==> config.mk <==
export PLATFORM = sky130hd
export DESIGN_NAME = strongest_source_list
export DESIGN_NICKNAME = d
export VERILOG_FILES = /design/src/rtl/core/ssl_pkg.sv /design/src/rtl/core/ssl_divider.sv /design/src/rtl/core/ssl_datapath.sv /design/src/rtl/core/ssl_ctrl.sv /design/src/rtl/core/strongest_source_list.sv
export SDC_FILE = /design/constraint.sdc
export NUM_CORES = 1
export LEC_CHECK = 0
export ABC_AREA = 1
export BUFFER_PORTS_ARGS = -buffer_cell sky130_fd_sc_hd__buf_2
export CORE_MARGIN = 2
export CORE_UTILIZATION = 24
export CTS_CLUSTER_DIAMETER = 200
export CTS_CLUSTER_SIZE = 12
export DETAILED_ROUTE_END_ITERATION = 6
export PLACE_DENSITY = 0.42
export SETUP_SLACK_MARGIN = 0.5
export SLEW_MARGIN = 20
export SYNTH_ARGS = -nofsm -noshare
export SYNTH_HDL_FRONTEND = slang
export SYNTH_SLANG_ARGS = --single-unit
==> constraint.sdc <==
create_clock -name clk_i -period 3.3 [get_ports clk_i]
set_input_delay 0.33 -clock clk_i [delete_from_list [all_inputs] [get_ports clk_i]]
set_output_delay 0.33 -clock clk_i [all_outputs]
set_load 0.01 [all_outputs]
==> src/rtl/core/ssl_pkg.sv <==
// ----------------------------------------------------------------------------
// ssl_pkg
// Shared types and constants for the strongest source list: op codes, result
// kinds, register map, controller states and the controller/datapath bundles.
// ----------------------------------------------------------------------------
`default_nettype none

package ssl_pkg;

  // Default sizing
  localparam int unsigned SlotsDef   = 8;
  localparam int unsigned SourcesDef = 256;

  // Register reset values (0.005 in Q16.16, rounded)
  localparam logic [31:0] IgnoreLimitRst = 32'd328;
  localparam logic        TrackEnRst     = 1'b1;

  // Register map, selected by paddr[2]
  localparam logic REG_IGNORE_LIMIT = 1'b0;
  localparam logic REG_TRACK_EN     = 1'b1;

  // Result kinds
  localparam logic KIND_OFFER = 1'b0;
  localparam logic KIND_SLOT  = 1'b1;

  // Divider: 32 quotient bits, one per cycle
  localparam int unsigned DivSteps = 32;

  typedef enum logic [1:0] {
    OP_CLEAR = 2'd0,
    OP_OFFER = 2'd1,
    OP_READ  = 2'd2,
    OP_NONE  = 2'd3
  } ssl_op_e;

  typedef enum logic [2:0] {
    ST_IDLE,
    ST_DIV,
    ST_SCAN,
    ST_REPLY,
    ST_READ
  } ssl_state_e;

  // Controller to datapath
  typedef struct packed {
    logic clear;
    logic capture;
    logic div_start;
    logic scan_start;
    logic scan_step;
    logic reply;
    logic read_start;
    logic read_beat;
  } ssl_cmd_t;

  // Datapath to controller
  typedef struct packed {
    logic pre_reject;
    logic div_done;
    logic keep;
    logic full;
    logic scan_last;
    logic read_last;
    logic out_free;
  } ssl_sts_t;

endpackage

`default_nettype wire

==> src/rtl/core/ssl_divider.sv <==
// ----------------------------------------------------------------------------
// ssl_divider
// Restoring radix-2 divider: 32-bit dividend by 16-bit divisor, one quotient
// bit per cycle. Quotient holds after done until the next start.
// ----------------------------------------------------------------------------
`default_nettype none

module ssl_divider (
  input  wire logic        clk_i,
  input  wire logic        rst_ni,
  input  wire logic        start_i,
  input  wire logic [31:0] dividend_i,
  input  wire logic [15:0] divisor_i,
  output logic             done_o,
  output logic [31:0]      quotient_o
);
  import ssl_pkg::*;

  localparam int unsigned CntW = $clog2(DivSteps);

  logic            busy_q, busy_d;
  logic            done_q, done_d;
  logic [CntW-1:0] cnt_q, cnt_d;
  logic [15:0]     rem_q, rem_d;
  logic [31:0]     quo_q, quo_d;
  logic [15:0]     dsr_q, dsr_d;
  logic [16:0]     trial;
  logic [16:0]     diff;
  logic            ge;
  logic            last_step;

  // One restoring step: shift in the next dividend bit, try a subtract
  assign trial     = {rem_q, quo_q[31]};
  assign ge        = trial >= {1'b0, dsr_q};
  assign diff      = trial - {1'b0, dsr_q};
  assign last_step = cnt_q == CntW'(DivSteps - 1);

  always_comb begin
    busy_d = busy_q;
    done_d = 1'b0;
    cnt_d  = cnt_q;
    rem_d  = rem_q;
    quo_d  = quo_q;
    dsr_d  = dsr_q;
    if (start_i) begin
      busy_d = 1'b1;
      cnt_d  = '0;
      rem_d  = '0;
      quo_d  = dividend_i;
      dsr_d  = divisor_i;
    end else if (busy_q) begin
      rem_d = ge ? diff[15:0] : trial[15:0];
      quo_d = {quo_q[30:0], ge};
      cnt_d = cnt_q + CntW'(1);
      if (last_step) begin
        busy_d = 1'b0;
        done_d = 1'b1;
      end
    end
  end

  // Control state
  always_ff @(posedge clk_i or negedge rst_ni) begin
    if (!rst_ni) begin
      busy_q <= 1'b0;
      done_q <= 1'b0;
      cnt_q  <= '0;
    end else begin
      busy_q <= busy_d;
      done_q <= done_d;
      cnt_q  <= cnt_d;
    end
  end

  // Working registers
  always_ff @(posedge clk_i) begin
    rem_q <= rem_d;
    quo_q <= quo_d;
    dsr_q <= dsr_d;
  end

  assign done_o     = done_q;
  assign quotient_o = quo_q;

endmodule

`default_nettype wire

==> src/rtl/core/ssl_datapath.sv <==
// ----------------------------------------------------------------------------
// ssl_datapath
// Slot storage, entry count, weakest-slot scan, effect divider and the output
// register. Acts only on commands from the controller.
// ----------------------------------------------------------------------------
`default_nettype none

module ssl_datapath #(
  parameter int unsigned SLOTS   = ssl_pkg::SlotsDef,
  parameter int unsigned SOURCES = ssl_pkg::SourcesDef
) (
  input  wire logic              clk_i,
  input  wire logic              rst_ni,
  input  wire ssl_pkg::ssl_cmd_t cmd_i,
  output ssl_pkg::ssl_sts_t      sts_o,
  input  wire logic [7:0]        source_index_i,
  input  wire logic [15:0]       strength_i,
  input  wire logic [15:0]       distance_i,
  input  wire logic [31:0]       ignore_limit_i,
  input  wire logic              track_en_i,
  input  wire logic              out_ready_i,
  output logic                   out_valid_o,
  output logic                   kind_o,
  output logic                   accepted_o,
  output logic [2:0]             slot_o,
  output logic                   filled_o,
  output logic [7:0]             stored_source_o,
  output logic [31:0]            stored_effect_o,
  output logic                   last_o
);
  import ssl_pkg::*;

  localparam int unsigned IdxW = (SLOTS > 1) ? $clog2(SLOTS) : 1;
  localparam int unsigned CntW = $clog2(SLOTS + 1);
  localparam int unsigned ExtW = IdxW + 3;

  // Slot storage
  logic [7:0]      src_mem [SLOTS];
  logic [31:0]     eff_mem [SLOTS];

  logic [CntW-1:0] count_q, count_d;
  logic [IdxW-1:0] idx_q, idx_d;
  logic [IdxW-1:0] pos_q, pos_d;
  logic [31:0]     min_q, min_d;
  logic [7:0]      src_q;
  logic            reject_q, reject_d;

  logic            out_valid_q, out_valid_d;
  logic            kind_q, accepted_q, filled_q, last_q;
  logic [2:0]      slot_q;
  logic [7:0]      ssrc_q;
  logic [31:0]     seff_q;

  logic [15:0]     divisor;
  logic            div_done;
  logic [31:0]     quotient;
  logic [7:0]      rd_src;
  logic [31:0]     rd_eff;
  logic            full;
  logic            keep;
  logic            out_free;
  logic            rd_filled;
  logic [IdxW-1:0] wr_pos;
  logic [ExtW-1:0] wr_pos_ext;
  logic [ExtW-1:0] idx_ext;
  logic            do_write;

  // Clamp distance to at least one
  assign divisor = (distance_i == 16'd0) ? 16'd1 : distance_i;

  ssl_divider u_div (
    .clk_i      (clk_i),
    .rst_ni     (rst_ni),
    .start_i    (cmd_i.div_start),
    .dividend_i ({strength_i, 16'd0}),
    .divisor_i  (divisor),
    .done_o     (div_done),
    .quotient_o (quotient)
  );

  // Single read port, shared by scan and readout
  assign rd_src = src_mem[idx_q];
  assign rd_eff = eff_mem[idx_q];

  assign full       = count_q == CntW'(SLOTS);
  assign keep       = quotient >= ignore_limit_i;
  assign out_free   = !out_valid_q || out_ready_i;
  assign rd_filled  = CntW'(idx_q) < count_q;
  assign wr_pos     = full ? pos_q : count_q[IdxW-1:0];
  assign wr_pos_ext = ExtW'(wr_pos);
  assign idx_ext    = ExtW'(idx_q);
  assign do_write   = cmd_i.reply && !reject_q;

  // Status
  always_comb begin
    sts_o.pre_reject = !track_en_i || (strength_i == 16'd0) ||
                       (32'(source_index_i) >= 32'(SOURCES));
    sts_o.div_done   = div_done;
    sts_o.keep       = keep;
    sts_o.full       = full;
    sts_o.scan_last  = idx_q == IdxW'(SLOTS - 1);
    sts_o.read_last  = idx_q == IdxW'(SLOTS - 1);
    sts_o.out_free   = out_free;
  end

  // Control register next values
  always_comb begin
    count_d  = count_q;
    idx_d    = idx_q;
    pos_d    = pos_q;
    min_d    = min_q;
    reject_d = reject_q;
    if (cmd_i.clear && track_en_i) begin
      count_d = '0;
    end
    if (cmd_i.capture) begin
      reject_d = sts_o.pre_reject;
    end
    if (div_done) begin
      reject_d = !keep;
    end
    // Scan for the first weakest slot
    if (cmd_i.scan_start) begin
      idx_d = '0;
      pos_d = '0;
      min_d = '1;
    end
    if (cmd_i.scan_step) begin
      if (rd_eff < min_q) begin
        min_d = rd_eff;
        pos_d = idx_q;
      end
      idx_d = idx_q + IdxW'(1);
    end
    if (cmd_i.read_start) begin
      idx_d = '0;
    end
    if (cmd_i.read_beat) begin
      idx_d = idx_q + IdxW'(1);
    end
    if (do_write && !full) begin
      count_d = count_q + CntW'(1);
    end
  end

  always_ff @(posedge clk_i or negedge rst_ni) begin
    if (!rst_ni) begin
      count_q     <= '0;
      idx_q       <= '0;
      pos_q       <= '0;
      reject_q    <= 1'b0;
      out_valid_q <= 1'b0;
    end else begin
      count_q     <= count_d;
      idx_q       <= idx_d;
      pos_q       <= pos_d;
      reject_q    <= reject_d;
      out_valid_q <= out_valid_d;
    end
  end

  always_ff @(posedge clk_i) begin
    min_q <= min_d;
    if (cmd_i.capture) begin
      src_q <= source_index_i;
    end
  end

  // Store an accepted source
  always_ff @(posedge clk_i) begin
    if (do_write) begin
      src_mem[wr_pos] <= src_q;
      eff_mem[wr_pos] <= quotient;
    end
  end

  // Output register: load a reply or one readout slot, drop on a taken beat
  always_comb begin
    out_valid_d = out_valid_q;
    if (cmd_i.reply || cmd_i.read_beat) begin
      out_valid_d = 1'b1;
    end else if (out_ready_i) begin
      out_valid_d = 1'b0;
    end
  end

  always_ff @(posedge clk_i) begin
    if (cmd_i.reply) begin
      kind_q     <= KIND_OFFER;
      accepted_q <= !reject_q;
      slot_q     <= reject_q ? 3'd0 : wr_pos_ext[2:0];
      filled_q   <= 1'b0;
      ssrc_q     <= reject_q ? 8'd0 : src_q;
      seff_q     <= reject_q ? 32'd0 : quotient;
      last_q     <= 1'b1;
    end else if (cmd_i.read_beat) begin
      kind_q     <= KIND_SLOT;
      accepted_q <= 1'b0;
      slot_q     <= idx_ext[2:0];
      filled_q   <= rd_filled;
      ssrc_q     <= rd_filled ? rd_src : 8'd0;
      seff_q     <= rd_filled ? rd_eff : 32'd0;
      last_q     <= sts_o.read_last;
    end
  end

  assign out_valid_o     = out_valid_q;
  assign kind_o          = kind_q;
  assign accepted_o      = accepted_q;
  assign slot_o          = slot_q;
  assign filled_o        = filled_q;
  assign stored_source_o = ssrc_q;
  assign stored_effect_o = seff_q;
  assign last_o          = last_q;

endmodule

`default_nettype wire

==> src/rtl/core/ssl_ctrl.sv <==
// ----------------------------------------------------------------------------
// ssl_ctrl
// Controller state machine: takes input beats, sequences divide, scan, reply
// and readout through commands to the datapath.
// ----------------------------------------------------------------------------
`default_nettype none

module ssl_ctrl (
  input  wire logic              clk_i,
  input  wire logic              rst_ni,
  input  wire logic              in_valid_i,
  input  wire logic [1:0]        op_i,
  output logic                   in_ready_o,
  output ssl_pkg::ssl_cmd_t      cmd_o,
  input  wire ssl_pkg::ssl_sts_t sts_i
);
  import ssl_pkg::*;

  ssl_state_e state_q, state_d;
  ssl_op_e    op;

  assign op = ssl_op_e'(op_i);

  // Next state
  always_comb begin
    state_d = state_q;
    case (state_q)
      ST_IDLE: begin
        if (in_valid_i) begin
          case (op)
            OP_OFFER: state_d = sts_i.pre_reject ? ST_REPLY : ST_DIV;
            OP_READ:  state_d = ST_READ;
            default:  state_d = ST_IDLE;
          endcase
        end
      end
      ST_DIV: begin
        if (sts_i.div_done) begin
          state_d = (sts_i.keep && sts_i.full) ? ST_SCAN : ST_REPLY;
        end
      end
      ST_SCAN: begin
        if (sts_i.scan_last) begin
          state_d = ST_REPLY;
        end
      end
      ST_REPLY: begin
        if (sts_i.out_free) begin
          state_d = ST_IDLE;
        end
      end
      ST_READ: begin
        if (sts_i.out_free && sts_i.read_last) begin
          state_d = ST_IDLE;
        end
      end
      default: state_d = ST_IDLE;
    endcase
  end

  // Outputs
  always_comb begin
    cmd_o      = '0;
    in_ready_o = 1'b0;
    case (state_q)
      ST_IDLE: begin
        in_ready_o = 1'b1;
        if (in_valid_i) begin
          case (op)
            OP_CLEAR: cmd_o.clear = 1'b1;
            OP_OFFER: begin
              cmd_o.capture   = 1'b1;
              cmd_o.div_start = !sts_i.pre_reject;
            end
            OP_READ:  cmd_o.read_start = 1'b1;
            default:  cmd_o = '0;
          endcase
        end
      end
      ST_DIV: begin
        cmd_o.scan_start = sts_i.div_done && sts_i.keep && sts_i.full;
      end
      ST_SCAN:  cmd_o.scan_step = 1'b1;
      ST_REPLY: cmd_o.reply     = sts_i.out_free;
      ST_READ:  cmd_o.read_beat = sts_i.out_free;
      default:  cmd_o = '0;
    endcase
  end

  always_ff @(posedge clk_i or negedge rst_ni) begin
    if (!rst_ni) begin
      state_q <= ST_IDLE;
    end else begin
      state_q <= state_d;
    end
  end

endmodule

`default_nettype wire

==> src/rtl/core/strongest_source_list.sv <==
// ----------------------------------------------------------------------------
// strongest_source_list
// Top level: register port, controller and datapath of a fixed-size list of
// the strongest light sources reaching one surface.
// ----------------------------------------------------------------------------
// The list holds up to SLOTS sources with their Q16.16 effect (strength over
// distance). A clear gives no result. An offer that passes the early checks
// (tracking on, nonzero strength, index in range) goes through the bit-serial
// divider, then, when the list is full and the effect meets the ignore limit,
// through the weakest-slot scan, and returns one reply. An offer that fails
// the early checks skips the divider and also returns one reply.
// A readout returns SLOTS beats, one per cycle while the
// output side takes them. One item is in work at a time; a finished beat sits
// in an output register, and the next item is taken once the last beat of the
// current one is loaded there. Write the registers only while the block is idle.
`default_nettype none

module strongest_source_list #(
  parameter int unsigned SLOTS   = ssl_pkg::SlotsDef,
  parameter int unsigned SOURCES = ssl_pkg::SourcesDef
) (
  input  wire logic        clk_i,
  input  wire logic        rst_ni,
  // Register port
  input  wire logic        psel,
  input  wire logic        penable,
  input  wire logic        pwrite,
  input  wire logic [2:0]  paddr,
  input  wire logic [31:0] pwdata,
  output logic [31:0]      prdata,
  output logic             pready,
  // Input channel
  input  wire logic        in_valid_i,
  output logic             in_ready_o,
  input  wire logic [1:0]  op_i,
  input  wire logic [7:0]  source_index_i,
  input  wire logic [15:0] strength_i,
  input  wire logic [15:0] distance_i,
  // Output channel
  output logic             out_valid_o,
  input  wire logic        out_ready_i,
  output logic             kind_o,
  output logic             accepted_o,
  output logic [2:0]       slot_o,
  output logic             filled_o,
  output logic [7:0]       stored_source_o,
  output logic [31:0]      stored_effect_o,
  output logic             last_o
);
  import ssl_pkg::*;

  logic [31:0] ignore_limit_q, ignore_limit_d;
  logic        track_en_q, track_en_d;
  logic        reg_wr;
  ssl_cmd_t    cmd;
  ssl_sts_t    sts;

  // Register writes
  assign reg_wr = psel && penable && pwrite;
  assign pready = 1'b1;

  always_comb begin
    ignore_limit_d = ignore_limit_q;
    track_en_d     = track_en_q;
    if (reg_wr) begin
      case (paddr[2])
        REG_IGNORE_LIMIT: ignore_limit_d = pwdata;
        REG_TRACK_EN:     track_en_d     = pwdata[0];
        default:          ignore_limit_d = ignore_limit_q;
      endcase
    end
  end

  always_ff @(posedge clk_i or negedge rst_ni) begin
    if (!rst_ni) begin
      ignore_limit_q <= IgnoreLimitRst;
      track_en_q     <= TrackEnRst;
    end else begin
      ignore_limit_q <= ignore_limit_d;
      track_en_q     <= track_en_d;
    end
  end

  // Register reads
  always_comb begin
    case (paddr[2])
      REG_IGNORE_LIMIT: prdata = ignore_limit_q;
      REG_TRACK_EN:     prdata = {31'd0, track_en_q};
      default:          prdata = '0;
    endcase
  end

  ssl_ctrl u_ctrl (
    .clk_i      (clk_i),
    .rst_ni     (rst_ni),
    .in_valid_i (in_valid_i),
    .op_i       (op_i),
    .in_ready_o (in_ready_o),
    .cmd_o      (cmd),
    .sts_i      (sts)
  );

  ssl_datapath #(
    .SLOTS   (SLOTS),
    .SOURCES (SOURCES)
  ) u_dp (
    .clk_i           (clk_i),
    .rst_ni          (rst_ni),
    .cmd_i           (cmd),
    .sts_o           (sts),
    .source_index_i  (source_index_i),
    .strength_i      (strength_i),
    .distance_i      (distance_i),
    .ignore_limit_i  (ignore_limit_q),
    .track_en_i      (track_en_q),
    .out_ready_i     (out_ready_i),
    .out_valid_o     (out_valid_o),
    .kind_o          (kind_o),
    .accepted_o      (accepted_o),
    .slot_o          (slot_o),
    .filled_o        (filled_o),
    .stored_source_o (stored_source_o),
    .stored_effect_o (stored_effect_o),
    .last_o          (last_o)
  );

  // A readout keeps the input closed until its last slot is loaded for output
  assert property (@(posedge clk_i) disable iff (!rst_ni)
    in_valid_i && in_ready_o && (op_i == OP_READ) |=> !in_ready_o)
    else $error("input taken during readout");

  // A stored source always meets the ignore limit
  assert property (@(posedge clk_i) disable iff (!rst_ni)
    out_valid_o && (kind_o == KIND_OFFER) && accepted_o |->
      stored_effect_o >= ignore_limit_q)
    else $error("accepted source below ignore limit");

  // An empty slot reads as zero
  assert property (@(posedge clk_i) disable iff (!rst_ni)
    out_valid_o && (kind_o == KIND_SLOT) && !filled_o |->
      (stored_effect_o == 32'd0) && (stored_source_o == 8'd0))
    else $error("empty slot carries data");

  // An offer reply is the only beat of its item
  assert property (@(posedge clk_i) disable iff (!rst_ni)
    out_valid_o && (kind_o == KIND_OFFER) |-> last_o && !filled_o)
    else $error("offer reply not marked last");

endmodule

`default_nettype wire

Yosys cells after proc, flatten, opt, wreduce, memory -nomap -nowiden
Memory sizes are Yosys's and may differ from the RTL's.
Cells that the tools add are included.
- add/sub/neg operators: 4
- order comparisons: 4
- eq/ne operators: 14
- mux-type cells: 64
- bitwise operators: 1
- reductions and logical operators: 31
- operators with widths (kind ; number):
    $mux 32 ; 9
    $pmux 32 s2 ; 1
    $mux 3 ; 17
    $mux 8 ; 5
    $ge 32x32->1 ; 1
    $logic_not 16->1 ; 2
    $lt 32x32->1 ; 1
    $mux 1 ; 19
    $ge 17x16->1 ; 1
    $mux 16 ; 1
    $sub 16x16->16 ; 1
    $pmux 3 s5 ; 1
    $mux 5 ; 2
    $reduce_bool 2->1 ; 5
    $logic_and 1x1->1 ; 9
    $mux 4 ; 2
    $ne 2x1->1 const B ; 4
    $pmux 1 s2 ; 4
    $eq 3x2->1 const B ; 2
    $eq 3x3->1 const B ; 2
    $logic_not 1->1 ; 6
    $pmux 3 s2 ; 1
    $add 5x1->5 const B ; 1
    $eq 5x5->1 const B ; 1
    other kinds (16) ; 20
- register bits: 206
- bits in writable memories: 320
- input port bits: 84
- output and inout bits: 82
- word-level logic and storage cells: 144
- memories: 2
- memories (name ; depth ; width ; read ports ; clocked after Yosys merged registers in ; write ports ; line ; text):
    u_dp.eff_mem ; 8 ; 32 ; 1 ; 0 ; 1 ; ssl_datapath.sv:39 ; logic [31:0] eff_mem [SLOTS];
    u_dp.src_mem ; 8 ; 8 ; 1 ; 0 ; 1 ; ssl_datapath.sv:38 ; logic [7:0] src_mem [SLOTS];

Longest topological paths before layout
- depth in word-level cells: 10
- gate-level depth with buffers: 24
- depth with buffers taken out: 19

Cells and area by module
From an unflattened synthesis, not the netlist that was laid out.
- cells, all modules: 2366
- area, all modules: 24273.3 um2
- modules (own cells, without submodules) (module ; times used ; cells each ; area each (um2)):
    ssl_datapath ; 1 ; 1575 ; 18161.2
    ssl_divider ; 1 ; 505 ; 4090.2
    strongest_source_list ; 1 ; 218 ; 1625.3
    ssl_ctrl ; 1 ; 68 ; 396.6

Worst setup path after synthesis
OpenSTA, ideal clock, no wires.
- path kind: reg-to-reg
- from: reg u_ctrl.state_q[2]
- to: mem u_dp.eff_mem[1][0] (enable)
- arrival time: 3187 ps
- data required time: 2863 ps
- setup slack: -324 ps
- cell stages (with the launch flop): 9
- buffers on the path: 0
- cell sequence: dfrtp_1 nor3_1 inv_1 nor2_1 inv_2 nor2_2 inv_2 or2_2 nor2_1
- word-level cells in the longest chain between the ends: 5
- ends and longest elaborated chain (what ; line ; text):
    from (decl) ; ssl_ctrl.sv:19 ; ssl_state_e state_q, state_d;
    from (signal assigned) ; ssl_ctrl.sv:94 ; state_q <= state_d;
    $eq 3x2->1 or $logic_not 3->1 (tied branches) ; ssl_ctrl.sv:65 ; case (state_q)
    $pmux 1 s2 (*) ; ssl_ctrl.sv:65 ;
    $logic_and 1x1->1 (*) ; ssl_datapath.sv:92 ; assign do_write = cmd_i.reply && !reject_q;
    $mux 1 (*) ; ssl_datapath.sv:171 ; if (do_write) begin
    $mux 1 (not written as such) (*) ; ssl_datapath.sv:173 ; eff_mem[wr_pos] <= quotient;
    to (decl) ; ssl_datapath.sv:39 ;
Every way passes the cells marked *; elsewhere a longest branch is shown, timed or not.

Worst setup path in the final report
- from: reg u_dp.idx_q[0]
- to: reg u_dp.min_q[2]
- word-level cells in the longest chain between the ends: 4
- ends and longest elaborated chain (what ; line ; text):
    from (decl) ; ssl_datapath.sv:42 ; logic [IdxW-1:0] idx_q, idx_d;
    from (signal assigned) ; ssl_datapath.sv:155 ; idx_q <= idx_d;
    $mem_v2 8x32 (*) ; - ;
    $lt 32x32->1 ; ssl_datapath.sv:129 ; if (rd_eff < min_q) begin
    $mux 32 (*) ; ssl_datapath.sv:129 ;
    $mux 32 (*) ; ssl_datapath.sv:128 ; if (cmd_i.scan_step) begin
    net u_dp.min_d[2] ; ssl_datapath.sv:44 ; logic [31:0] min_q, min_d;
    to (signal assigned) ; ssl_datapath.sv:163 ; min_q <= min_d;
    to (decl) ; ssl_datapath.sv:44 ;
Mark *: on every way through the listed nets, which the timed path passes. The rest lies on a longest branch.
A chain may end at the register's enable or synchronous reset.

==> run metrics <==
Top delay family on crit path=buffers and inverters; Routed Wire Length=72100 um; post-DR vias/cell=4.44; Crit Path Max Fanout=8; clk_lat worst skew=0.59 ns; IO Count=around 170; Cells after Synth=approximately 2200; number of synthesized flops with an enable pin=slightly above 400; Buf/Inv on CP=6; P per Cell Area=965 nW/um^2; Crit-path slowest cell=dfrtp_4; I/O Buffers=162; Top FF cell, synth=edfxtp_1; clock sink total=526; Core Area=approximately 95000 um^2; post-DP HPWL=44000 um; gr usage total=0.141; most frequent cells in the layout=404 x edfxtp_1, 298 x nand2_1, 241 x inv_1, 214 x nor2_1, 162 x buf_2; number of antenna diodes=0; CTS tree=built; Max Buffers Root-to-Sink=3; FMAX=roughly 320 MHz; first-pass iteration count of the detailed router=5; asr flop ratio synth=0.105; clock root buffer=clkbuf_16; Seq cells post-synth=between 500 and 600; GP Congestion=0.769; Req. time, crit path=~3.8 ns; metal2 WL=35000 um; max_cap viols=0; CP startpoint kind=flop; r2r endpoint=u_dp.min_q[2]$_DFF_P_; CTS Buf Count=49; crit path launch=u_dp.idx_q[0]$_DFFE_PN0P_; Setup Skew=0.0178 ns; area of the multi-input gates=approximately 7400 um^2; RSZ-0062 raised after global routing=yes; Initial Utilization=0.243; Final Cycle Share=0.943; Post-route DRC=0; layout cells sized above 1=0.208; Die ar.=99000 um^2; Die W=roughly 310 um; setup-violating endpoint count in the final report=0; largest net degree at the start of global routing=65; ANT nets after route=0; leading cell type in the layout, fill and taps excluded=edfxtp_1; Max VDD drop=0.000425 V; WP depth=19; Yosys Warn Count=0; leakage=0.0119 uW; worst slew pin tran=1.05 ns; Tmin final=3.11 ns; Fin Hold WS=0.0332 ns; Synth Net Count=2336; CP Cell Sequence=buf_12 -> buf_16 -> buf_12 -> o21ai_1 -> o22ai_1 -> nand2_1 -> o21ai_2 -> buf_4 -> ha_1 -> nand2_2 -> o21ai_2 -> nand2_1 -> o211ai_1 -> a211oi_2 -> buf_6 -> nand2_8 -> buf_12 -> nand2_1 -> o21ai_1; slew margin rel.=0.301; routed length on met1=32200 um; worst hold path class=in2reg; vias in the first global route=16800; synth-to-layout area growth=27.7%; initial antenna violation count=1; run status=completed; via count=between 15000 and 20000; Worst Setup EP=u_dp.min_q[2]$_DFF_P_; total global routing overflow=0; WL per Instance=19.1 um; number of DRC markers in iteration 0=between 1000 and 1500; pins over their slew limit=0; Final Hold Vio Count=0; average size of a mapped cell=10.7 um^2; total of fill cells in the finished design=9829; Seq. cell area=14900 um^2; reg2reg start=u_dp.idx_q[0]$_DFFE_PN0P_; flop-to-flop setup slack=0.19 ns; crit-path max cell delay=0.51 ns; setup TNS=0 ns; Die H=between 300 and 400 um; critical path data arrival time=3.60 ns; met3 WL=3150 um; Netlist cell types=52; top layer used by detailed routing=met4; row cnt=113; post-synthesis cell area=around 23000 um^2; clock-pin slew on the worst setup and hold paths=roughly 0.070 ns; WS Path Type=reg2reg; fin nets=roughly 2600; first-pass GRT wire length=105000 um; CTS HTree Levels=2; CP Capture Type=flop; R2R depth=19; register area share after synthesis=0.641
## cell families after synthesis
family / after synthesis / share of synthesized area
xor gates and xnor gates: 17 / 0.00643
muxes: 1 / 0.000432
buffers and inverters: 370 / 0.0637
DFF: 526 / 0.641
other: 1 / 0.000162
adders and majority gates: 88 / 0.0479
and+or+nand+nor: 638 / 0.110
AOI/OAI and AO/OA: 523 / 0.130
## synth_stat cells, types with 51 or more instances
cell / count / area [um^2]
edfxtp_1: 404 / 12100
o21ai_0: 189 / 946
inv_1: 243 / 912
nor2_1: 231 / 867
dfrtp_1: 51 / 1280
nand2_1: 327 / 1230
ha_1: 87 / 1090
clkbuf_1: 85 / 319
o21ai_1: 66 / 330
o22ai_1: 92 / 576
a21oi_1: 98 / 490
dfxtp_1: 67 / 1340
## worst reg2reg max path, cell delays in order (launching register included)
cell and delay, ns:
dfrtp_4 0.51, buf_12 0.14, buf_16 0.14, buf_12 0.15
o21ai_1 0.13, o22ai_1 0.09, nand2_1 0.08, o21ai_2 0.07
buf_4 0.15, ha_1 0.29, nand2_2 0.09, o21ai_2 0.05
nand2_1 0.06, o211ai_1 0.12, a211oi_2 0.28, buf_6 0.19
nand2_8 0.13, buf_12 0.19, nand2_1 0.08, o21ai_1 0.06
## per-stage QoR
| stage | cell area (um^2) | instances | worst slack, ns | util | total power (uW) |
|---|---|---|---|---|---|
| 4_1_cts | 28800 | 3755 | 0.236 | 0.302 | 27600 |
| 2_1_floorplan | 23200 | 2164 | 0.320 | - | 16600 |
| 5_1_grt | 29600 | 3773 | 0.0596 | 0.310 | 30500 |
| 3_5_place_dp | 26100 | 3576 | 0.0777 | 0.274 | 20800 |
| 3_3_place_gp | 26100 | 3576 | 0.0965 | 0.274 | 20700 |
| 6_report | 29600 | 3773 | 0.187 | 0.310 | 28500 |
## timing repair
item / in CTS / in global routing
resized for setup: 69 / 142
setup buffers: 21 / 9
setup endpoints to repair: 104 / 272
hold endpoints to repair: 80 / 0
hold buffers: 56 / 0
pin swaps: 3 / 32
gates cloned: 13 / 9
## area by class of cell
class	instances	area share
Tap cell	1265	0.0535
Multi-Input combinational cell	1270	0.252
Clock buffer	89	0.0469
Timing Repair inverter	1	0.000677
Timing Repair Buffer	368	0.112
Inverter	254	0.0331
Sequential cell	526	0.502
## per-layer routing
layer,track usage,vias to the layer above
li1,-,8114
met2,0.242,329
met5,0,-
met3,0.0199,89
met4,0.0385,0
met1,0.185,8203
## power by group
part           total (uW)  switching, uW  internal (uW)
Sequential           9590            685           8910
Combinational       13700           8280           5390
Clock                5270           2460           2810
## worst min path at each step
stage,from,endpoint,slack [ns],depth (start not counted)
2_1_floorplan,rst_ni,ignore_limit_q[0]$_DFFE_PN0P_,0.03,0
5_1_grt,strength_i[12],u_dp.u_div.quotient_o[28]$_DFFE_PP_,0.04,3
3_3_place_gp,rst_ni,ignore_limit_q[26]$_DFFE_PN0P_,0.42,1
4_1_cts,pwdata[24],ignore_limit_q[24]$_DFFE_PN0P_,0.003,3
6_report,pwdata[24],ignore_limit_q[24]$_DFFE_PN0P_,0.03,3
3_5_place_dp,rst_ni,ignore_limit_q[27]$_DFFE_PN0P_,0.43,1
## state kept, by name, indices dropped and copies added, names as in the netlist, 8 cells and up
| register | count |
|---|---|
| u_dp.u_div.rem_q | 16 |
| u_dp.src_q | 8 |
| u_dp.min_q | 32 |
| u_dp.u_div.dsr_q | 16 |
| u_dp.stored_source_o | 8 |
| u_dp.u_div.quotient_o | 32 |
| u_dp.stored_effect_o | 32 |
| u_dp.src_mem | 64 |
| ignore_limit_q | 32 |
| u_dp.eff_mem | 256 |
Note: power is estimated with default switching activity, not from simulation.
